**src/sppm_pkg.sv**
```systemverilog
// ----------------------------------------------------------------------------
// sppm_pkg: shared types and constants of the servo PPM frame generator
// Holds field widths, reset values, request modes, register indexes and
// the structures passed between the modules of the block.
// ----------------------------------------------------------------------------
package sppm_pkg;

   // Default number of servo channels.
   localparam int CHANNELS_DEFAULT = 8;

   // Fixed field widths.
   localparam int MODE_W    = 2;
   localparam int CHAN_W    = 3;
   localparam int VALUE_W   = 16;
   localparam int LINES_W   = 8;
   localparam int SLOT_OUT_W = 4;
   localparam int FRAME_W   = 16;
   localparam int SYNC_W    = 12;
   localparam int TICK_W    = 16;
   localparam int TOTAL_W   = 20;
   localparam int CSR_IDX_W = 1;
   localparam int CSR_DATA_W = 16;

   // Reset values in ticks of 0.5 us.
   localparam logic [FRAME_W-1:0] FRAME_RESET = 16'd40000;
   localparam logic [SYNC_W-1:0]  SYNC_RESET  = 12'd500;
   localparam logic [VALUE_W-1:0] WIDTH_RESET = 16'd3000;

   // Configuration register indexes.
   localparam logic [CSR_IDX_W-1:0] CSR_FRAME_LENGTH = 1'd0;
   localparam logic [CSR_IDX_W-1:0] CSR_SYNC_LENGTH  = 1'd1;

   // Request modes.
   typedef enum logic [MODE_W-1:0] {
      MODE_TICK    = 2'd0,
      MODE_RECV    = 2'd1,
      MODE_RAW     = 2'd2,
      MODE_RESTART = 2'd3
   } mode_type;

   // Configuration register contents.
   typedef struct packed {
      logic [FRAME_W-1:0] frame_length;
      logic [SYNC_W-1:0]  sync_length;
   } cfg_type;

   // Write request into the channel width store.
   typedef struct packed {
      logic               en;
      logic [CHAN_W-1:0]  channel;
      logic [VALUE_W-1:0] data;
   } width_wr_type;

   // One result transaction.
   typedef struct packed {
      logic               ppm_level;
      logic [LINES_W-1:0] servo_lines;
      logic [SLOT_OUT_W-1:0] slot;
      logic               frame_start;
      logic               gap_short;
      logic               running;
   } rsp_type;

endpackage

```
**src/sppm_width_regs.sv**
```systemverilog
// ----------------------------------------------------------------------------
// sppm_width_regs: channel width store
// One width register per channel, reset to the default servo width, with a
// single write port and a combinational read port indexed by slot number.
// ----------------------------------------------------------------------------
module sppm_width_regs
   import sppm_pkg::*;
#(
   parameter int CHANNELS = CHANNELS_DEFAULT,
   parameter int SLOT_W   = $clog2(CHANNELS + 1)
) (
   input  logic               clock,
   input  logic               reset,
   input  width_wr_type       wr,
   input  logic [SLOT_W-1:0]  rd_idx,
   output logic [VALUE_W-1:0] rd_data
);

   logic [VALUE_W-1:0] width_ff [CHANNELS];

   // Write port: channels at or above CHANNELS never match and are dropped.
   always_ff @(posedge clock) begin
      for (int i = 0; i < CHANNELS; i++) begin
         if (reset) begin
            width_ff[i] <= WIDTH_RESET;
         end else if (wr.en && (int'(wr.channel) == i)) begin
            width_ff[i] <= wr.data;
         end
      end
   end

   // Read port: an index outside the store reads as zero.
   always_comb begin
      rd_data = '0;
      for (int i = 0; i < CHANNELS; i++) begin
         if (int'(rd_idx) == i) begin
            rd_data = width_ff[i];
         end
      end
   end

endmodule

```
**src/sppm_slot_engine.sv**
```systemverilog
// ----------------------------------------------------------------------------
// sppm_slot_engine: slot sequencer and result logic
// Keeps the slot counters and running frame sum, applies one request per
// transaction and forms the result fields from the state after it.
// ----------------------------------------------------------------------------
module sppm_slot_engine
   import sppm_pkg::*;
#(
   parameter int CHANNELS = CHANNELS_DEFAULT
) (
   input  logic               clock,
   input  logic               reset,
   input  logic               fire,
   input  logic [MODE_W-1:0]  mode,
   input  logic [CHAN_W-1:0]  channel,
   input  logic [VALUE_W-1:0] value,
   input  cfg_type            cfg,
   output rsp_type            rsp
);

   localparam int SLOT_W = $clog2(CHANNELS + 1);
   localparam logic [SLOT_W-1:0] GAP_SLOT = SLOT_W'(CHANNELS);

   logic [SLOT_W-1:0]  slot_ff, slot_in;
   logic [TICK_W-1:0]  left_ff, left_in;
   logic [TICK_W-1:0]  into_ff, into_in;
   logic [TOTAL_W-1:0] total_ff, total_in;
   logic               active_ff, active_in;
   logic               floored_ff, floored_in;

   mode_type           mode_q;
   width_wr_type       wr;
   logic [SLOT_W-1:0]  next_slot;
   logic [TOTAL_W-1:0] base_total;
   logic [VALUE_W-1:0] width_rd;
   logic [TICK_W-1:0]  width_len;
   logic [SYNC_W-1:0]  sync_len;
   logic [TOTAL_W-1:0] frame_ext;
   logic               boundary;
   logic               ppm;
   logic [LINES_W-1:0] lines;
   logic               fstart;
   logic [SLOT_W-1:0]  slot_cur;
   logic [TICK_W-1:0]  left_cur;
   logic [TICK_W-1:0]  into_cur;

   assign mode_q = mode_type'(mode);

   // Width writes: received values are stored doubled, raw widths as given.
   always_comb begin
      wr.en      = fire && ((mode_q == MODE_RECV) || (mode_q == MODE_RAW));
      wr.channel = channel;
      wr.data    = (mode_q == MODE_RECV) ? {value[VALUE_W-2:0], 1'b0} : value;
   end

   // Slot that the next boundary opens and the frame sum it starts from.
   always_comb begin
      if (slot_ff >= GAP_SLOT) begin
         next_slot  = '0;
         base_total = '0;
      end else begin
         next_slot  = slot_ff + SLOT_W'(1);
         base_total = total_ff;
      end
   end

   sppm_width_regs #(
      .CHANNELS (CHANNELS),
      .SLOT_W   (SLOT_W)
   ) u_width_regs (
      .clock   (clock),
      .reset   (reset),
      .wr      (wr),
      .rd_idx  (next_slot),
      .rd_data (width_rd)
   );

   // A zero width or zero sync still gives a slot of one tick.
   assign width_len = (width_rd == '0) ? TICK_W'(1) : width_rd;
   assign sync_len  = (cfg.sync_length == '0) ? SYNC_W'(1) : cfg.sync_length;
   assign frame_ext = TOTAL_W'(cfg.frame_length);

   // Next state and result fields.
   always_comb begin
      slot_in    = slot_ff;
      left_in    = left_ff;
      into_in    = into_ff;
      total_in   = total_ff;
      active_in  = active_ff;
      floored_in = floored_ff;
      boundary   = 1'b0;
      ppm        = 1'b0;
      lines      = '0;
      fstart     = 1'b0;
      slot_cur   = slot_ff;
      left_cur   = left_ff;
      into_cur   = into_ff;

      unique case (mode_q)
         MODE_TICK: begin
            if (active_ff) begin
               boundary = (left_ff == '0);
               if (boundary) begin
                  slot_cur = next_slot;
                  into_cur = '0;
                  if (next_slot < GAP_SLOT) begin
                     left_cur   = width_len;
                     total_in   = base_total + TOTAL_W'(width_len);
                     floored_in = 1'b0;
                  end else if (base_total >= frame_ext) begin
                     left_cur   = TICK_W'(sync_len);
                     total_in   = base_total;
                     floored_in = 1'b1;
                  end else begin
                     left_cur   = cfg.frame_length - base_total[TICK_W-1:0];
                     total_in   = base_total;
                     floored_in = 1'b0;
                  end
                  fstart = (next_slot == '0);
               end
               ppm = (into_cur < TICK_W'(cfg.sync_length));
               for (int b = 0; b < LINES_W; b++) begin
                  lines[b] = (int'(slot_cur) == b) && (b < CHANNELS);
               end
               slot_in = slot_cur;
               into_in = (into_cur == '1) ? into_cur : into_cur + TICK_W'(1);
               left_in = left_cur - TICK_W'(1);
            end
         end
         MODE_RECV, MODE_RAW: begin
            // Width store write only; counters hold.
         end
         MODE_RESTART: begin
            // Park at the end of a gap so the next tick opens slot 0.
            active_in  = 1'b1;
            slot_in    = GAP_SLOT;
            left_in    = '0;
            into_in    = '0;
            total_in   = '0;
            floored_in = 1'b0;
         end
         default: begin
         end
      endcase

      rsp.ppm_level   = ppm;
      rsp.servo_lines = lines;
      rsp.slot        = SLOT_OUT_W'(slot_in);
      rsp.frame_start = fstart;
      rsp.gap_short   = floored_in && (slot_in == GAP_SLOT);
      rsp.running     = active_in;
   end

   // State registers advance once per accepted transaction.
   always_ff @(posedge clock) begin
      if (reset) begin
         slot_ff    <= '0;
         left_ff    <= '0;
         into_ff    <= '0;
         total_ff   <= '0;
         active_ff  <= 1'b0;
         floored_ff <= 1'b0;
      end else if (fire) begin
         slot_ff    <= slot_in;
         left_ff    <= left_in;
         into_ff    <= into_in;
         total_ff   <= total_in;
         active_ff  <= active_in;
         floored_ff <= floored_in;
      end
   end

endmodule

```
**src/servo_ppm_frame_generator.sv**
```systemverilog
// ----------------------------------------------------------------------------
// servo_ppm_frame_generator: PPM frame and servo line generator
// Produces a repeating frame of servo slots and a closing gap, one tick per
// tick transaction, with channel width writes and frame restart requests.
// ----------------------------------------------------------------------------
//
//   Channel   Ports                          Direction  Handshake
//   request   req_mode/channel/value         in         req_valid/req_ready
//   response  rsp_ppm_level .. rsp_running   out        rsp_valid/rsp_ready
//   config    csr_index/csr_wdata            in         csr_we, no wait
//
// An accepted request is held in the input register, which feeds the
// slot engine; the engine's result is captured in the output register,
// which presents it as the response. A new request is accepted every
// cycle while responses drain. A stalled response holds the pipeline;
// the input register still takes one more request. Synchronous reset
// clears the counters, sets all channel widths to 3000 ticks, frame
// length to 40000 and sync length to 500.
//
module servo_ppm_frame_generator
   import sppm_pkg::*;
#(
   parameter int CHANNELS = CHANNELS_DEFAULT
) (
   input  logic                  clock,
   input  logic                  reset,
   input  logic                  req_valid,
   output logic                  req_ready,
   input  logic [MODE_W-1:0]     req_mode,
   input  logic [CHAN_W-1:0]     req_channel,
   input  logic [VALUE_W-1:0]    req_value,
   output logic                  rsp_valid,
   input  logic                  rsp_ready,
   output logic                  rsp_ppm_level,
   output logic [LINES_W-1:0]    rsp_servo_lines,
   output logic [SLOT_OUT_W-1:0] rsp_slot,
   output logic                  rsp_frame_start,
   output logic                  rsp_gap_short,
   output logic                  rsp_running,
   input  logic                  csr_we,
   input  logic [CSR_IDX_W-1:0]  csr_index,
   input  logic [CSR_DATA_W-1:0] csr_wdata
);

   cfg_type            cfg_ff;
   logic               in_valid_ff, in_valid_in;
   logic [MODE_W-1:0]  mode_ff;
   logic [CHAN_W-1:0]  channel_ff;
   logic [VALUE_W-1:0] value_ff;
   logic               out_valid_ff, out_valid_in;
   rsp_type            rsp_ff;
   rsp_type            rsp_in;
   logic               take;

   // Configuration register writes.
   always_ff @(posedge clock) begin
      if (reset) begin
         cfg_ff.frame_length <= FRAME_RESET;
         cfg_ff.sync_length  <= SYNC_RESET;
      end else if (csr_we) begin
         unique case (csr_index)
            CSR_FRAME_LENGTH: cfg_ff.frame_length <= csr_wdata[FRAME_W-1:0];
            CSR_SYNC_LENGTH:  cfg_ff.sync_length  <= csr_wdata[SYNC_W-1:0];
            default: begin
            end
         endcase
      end
   end

   // Handshake: the engine takes the held transaction when the output
   // register is empty or being drained.
   assign take         = in_valid_ff && (!out_valid_ff || rsp_ready);
   assign req_ready    = !in_valid_ff || take;
   assign in_valid_in  = (req_valid && req_ready) ? 1'b1 : (take ? 1'b0 : in_valid_ff);
   assign out_valid_in = take ? 1'b1 : (rsp_ready ? 1'b0 : out_valid_ff);

   // Input register.
   always_ff @(posedge clock) begin
      if (reset) begin
         in_valid_ff <= 1'b0;
      end else begin
         in_valid_ff <= in_valid_in;
      end
   end

   always_ff @(posedge clock) begin
      if (req_valid && req_ready) begin
         mode_ff    <= req_mode;
         channel_ff <= req_channel;
         value_ff   <= req_value;
      end
   end

   sppm_slot_engine #(
      .CHANNELS (CHANNELS)
   ) u_slot_engine (
      .clock   (clock),
      .reset   (reset),
      .fire    (take),
      .mode    (mode_ff),
      .channel (channel_ff),
      .value   (value_ff),
      .cfg     (cfg_ff),
      .rsp     (rsp_in)
   );

   // Output register.
   always_ff @(posedge clock) begin
      if (reset) begin
         out_valid_ff <= 1'b0;
      end else begin
         out_valid_ff <= out_valid_in;
      end
   end

   always_ff @(posedge clock) begin
      if (take) begin
         rsp_ff <= rsp_in;
      end
   end

   assign rsp_valid       = out_valid_ff;
   assign rsp_ppm_level   = rsp_ff.ppm_level;
   assign rsp_servo_lines = rsp_ff.servo_lines;
   assign rsp_slot        = rsp_ff.slot;
   assign rsp_frame_start = rsp_ff.frame_start;
   assign rsp_gap_short   = rsp_ff.gap_short;
   assign rsp_running     = rsp_ff.running;

endmodule
```
**config.mk**
```make
export PLATFORM = sky130hd
export DESIGN_NAME = servo_ppm_frame_generator
export DESIGN_NICKNAME = d
export VERILOG_FILES = /design/src/sppm_pkg.sv /design/src/sppm_width_regs.sv /design/src/sppm_slot_engine.sv /design/src/servo_ppm_frame_generator.sv
export SDC_FILE = /design/constraint.sdc
export NUM_CORES = 1
export LEC_CHECK = 0
export ABC_AREA = 1
export ABC_CLOCK_PERIOD_IN_PS = 5650
export BUFFER_PORTS_ARGS = -buffer_cell sky130_fd_sc_hd__buf_2
export CAP_MARGIN = 20
export CORE_ASPECT_RATIO = 0.7
export CORE_MARGIN = 3
export CORE_UTILIZATION = 35
export DETAILED_ROUTE_END_ITERATION = 12
export HOLD_SLACK_MARGIN = 0.05
export PLACE_DENSITY_LB_ADDON = 0.3
export SLEW_MARGIN = 0
export SYNTH_ARGS = -nofsm -noshare
export SYNTH_HDL_FRONTEND = slang
export SYNTH_SLANG_ARGS = --single-unit
export TNS_END_PERCENT = 1
```
**constraint.sdc**
```tcl
create_clock -name clock -period 5.65 [get_ports clock]
set_input_delay 0.2825 -clock clock [delete_from_list [all_inputs] [get_ports clock]]
set_output_delay 0.2825 -clock clock [all_outputs]
set_load 0.05 [all_outputs]
```
==> results.toml <==
[final_layout]
fin_area_mm2 = 0.0167
final_layout_size_suffix_gt1_share_pct = 10.2
diodes = 0
syn_to_final_growth_pct = 15.8
num-fill-cells = 4090
fin_util_pct = 41.6
nets = 2014
fin_cells = 2461

[synthesis]
ys_types = 58
synth_seq_cells = 253
synthCells = 1795
netlist.area_leader.share_pct = 34.4
async_flop_share_pct = 0
synth_edf_count = 165
synthTopCellsByCount = "409 x nand2_1, 228 x nor2_1, 196 x inv_1, 165 x edfxtp_1, 144 x a21oi_1"
postSynthAreaPerCell_um2 = 8.03
ys_warn_count = 0
ys_seq_area_share_pct = 46.6
synth_area_mm2 = 0.0144
yosysMostFrequentCell = "nand2_1"
synth_area_leaders = "edfxtp_1 34%, dfxtp_1 12%, nand2_1 11%"
synth_ff_type = "edfxtp_1"
yosysTopAreaCell = "edfxtp_1"
syn-num-nets = 1905

[sta]
setup-tns-final_ps = 0
max_freq_mhz = 208
maxSlewHeadroom_pct = 25.2
final-hold-violation-count = 0
finalCriticalPeriod_ps = 4800
min_period_over_period_pct = 85.0
hold_ws_ps = 85.8
drv_slew = 0
setup_violations = 0
rsz0062_at_grt = "false"
setup_slack_ps = 846
fin_skew_ps = 36.8
worst_pin_slew_ps = 1110

[power_and_ir_drop]
vdd_drop_max_uv = 244
finalPower_mw = 5.01
p_sw_mw = 1.65
seqPwrFrac_pct = 41.2
clkPwrFrac_pct = 35.7
swShare_pct = 33.0
powerDensity_mw_per_mm2 = 300
pwr-share-comb_pct = 23.1
internal-power_mw = 3.36
leakage_nw = 6.75

[clocking]
hold_buffers = 39
htreeDepth = 1
cts_setup_buffers = 0
cts_root_buf = "clkbuf_16"
clock_latency_ps = 590
numCtsBuffers = 28
cts_buffer_depth = 3
ctsResizeCount = 0
clkSinkCount = 253
cts_tree = "yes"
clk_pin_slew_ps = 60

[critical_path]
worstPathArrival_ps = 5210
critical_path_peak_fanout = 18
crit_path_start_kind = "flop"
crit_slowest_cell = "nor2_2"
rrSetupSlack_ps = 850
path_buf_inv = 4
critical_path.top_delay_family = "simple AND/OR/NAND/NOR gates"
cp_common_cell = "nand2_1"
critPathCaptureType = "flop"
r2r-end = "u_slot_engine.total_ff[10]"
rr_worst_depth = 27
rr_startpoint = "u_slot_engine.slot_ff[0]"
cp_slowest_stage_delay_ps = 620
required_ps = 6060
worst-setup-path-type = "flop to flop"

[die]
start_util_pct = 35.9
io_pins = 61
die-area_mm2 = 0.0437
die_x_um = 249
core_area_mm2 = 0.0401
num_rows = 61
die_h_um = 176

[routing]
routed_wl_um = 44300
first_pass_iters = 6
wl_per_cell_um = 18.0
viasPerCell = 5.22
vias = 12800
route.detailed.drc = 0
ant_nets = 0
dr.first_iter.drc_count = 1470

[outcome]
outcome = "finished clean"

[placed_design]
postPlaceCellArea_mm2 = 0.0154
pre_cts_slack_ps = 1010
hpwl_um = 32600
place.gp.congestion = 0.928
dp_cells = 2365
portBuffers = 60

[worst_hold_path]
whs_path_depth = 3
hold_path_startpoint = "csr_wdata[14]"
hp-class = "primary input to flop"
whs_endpoint = "cfg_ff[26]"

[global_route]
grt_pass1_wl_um = 68900
grt_overflow = 0
grt_usage_pct = 19.9
antenna_found_initial = 0
grt_max_degree = 65
grt_pass1_vias = 11900

[job]
maxCapViolCount = 0
## power groups by stage
stage / clock network [mW] / logic (mW) / registers (mW)
after global placement: 0 / 1.10 / 2.10
final: 1.79 / 1.16 / 2.06
after CTS: 1.82 / 1.13 / 2.06
after detailed placement: 0 / 1.10 / 2.10
after floorplan: 0 / 0.738 / 2.11
after global routing: 1.90 / 1.27 / 2.07
## layout make-up
type,instances,area (um2),area share (%)
inverter,218,821,4.91
multi-input combinational,1270,6640,39.8
timing repair buffer,133,966,5.78
sequential,253,6720,40.2
clock buffer,41,801,4.80
tap,535,669,4.01
clock inverter,11,86.3,0.517
## placed cells by master (no fill, tap or decap), types with 9 or more instances in the layout
cell           count
mux2i_1           11
nor3_1            15
nand2_2           16
buf_2             60
ha_1              65
nand4_1           52
clkbuf_16         29
a21oi_1          144
o21ai_0           64
nand3_1          105
xor2_1            21
nand2_1          409
dlygate4sd3_1     39
inv_1            196
edfxtp_1         165
nor2_1           228
dfxtp_1           88
or2_0             10
o21ai_1           16
clkinv_1          14
buf_4             32
clkbuf_1           9
inv_2             11
o211ai_1          23
## routing by layer
layer,wire (um),up-vias,global-route usage [%]
met4,628,0,3.23
met5,0,-,0
li1,-,6230,-
met1,22600,6037,32.2
met2,17000,515,26.9
met3,4150,53,4.29
## tightest hold or removal path, stage by stage
cell	delay, ps
buf_2	90
o21ai_0	100
a21oi_1	130
## state kept, by name, summed over array words and instances, names as in the netlist, 2 cells and up
register / cells
mode_ff: 2
rsp_servo_lines: 8
u_slot_engine.into_ff: 16
rsp_slot: 4
u_slot_engine.left_ff: 16
u_slot_engine.u_width_regs.width_ff: 128
value_ff: 16
channel_ff: 3
cfg_ff: 28
u_slot_engine.total_ff: 20
u_slot_engine.slot_ff: 4
## cells by family after synthesis
logic type / after synthesis / share of synthesized area [%]
compound gates: 288 / 11.1
xor+xnor: 30 / 1.87
simple gates: 874 / 26.4
flops: 253 / 46.6
buf+inv: 272 / 7.47
fa+ha+maj: 67 / 5.92
mux: 11 / 0.763
## worst max-delay path by stage
stage	from	end	slack (ps)	depth (start not counted)
after floorplan	u_slot_engine.slot_ff[0]	u_slot_engine.total_ff[10]	2140	31
after global placement	u_slot_engine.slot_ff[0]	u_slot_engine.total_ff[10]	1030	27
after detailed placement	u_slot_engine.slot_ff[0]	u_slot_engine.total_ff[10]	1010	27
after CTS	u_slot_engine.slot_ff[0]	u_slot_engine.total_ff[10]	950	27
after global routing	u_slot_engine.slot_ff[0]	u_slot_engine.total_ff[10]	430	27
final	u_slot_engine.slot_ff[0]	u_slot_engine.total_ff[10]	850	27
No activity file was read; power rests on OpenSTA's default activity.
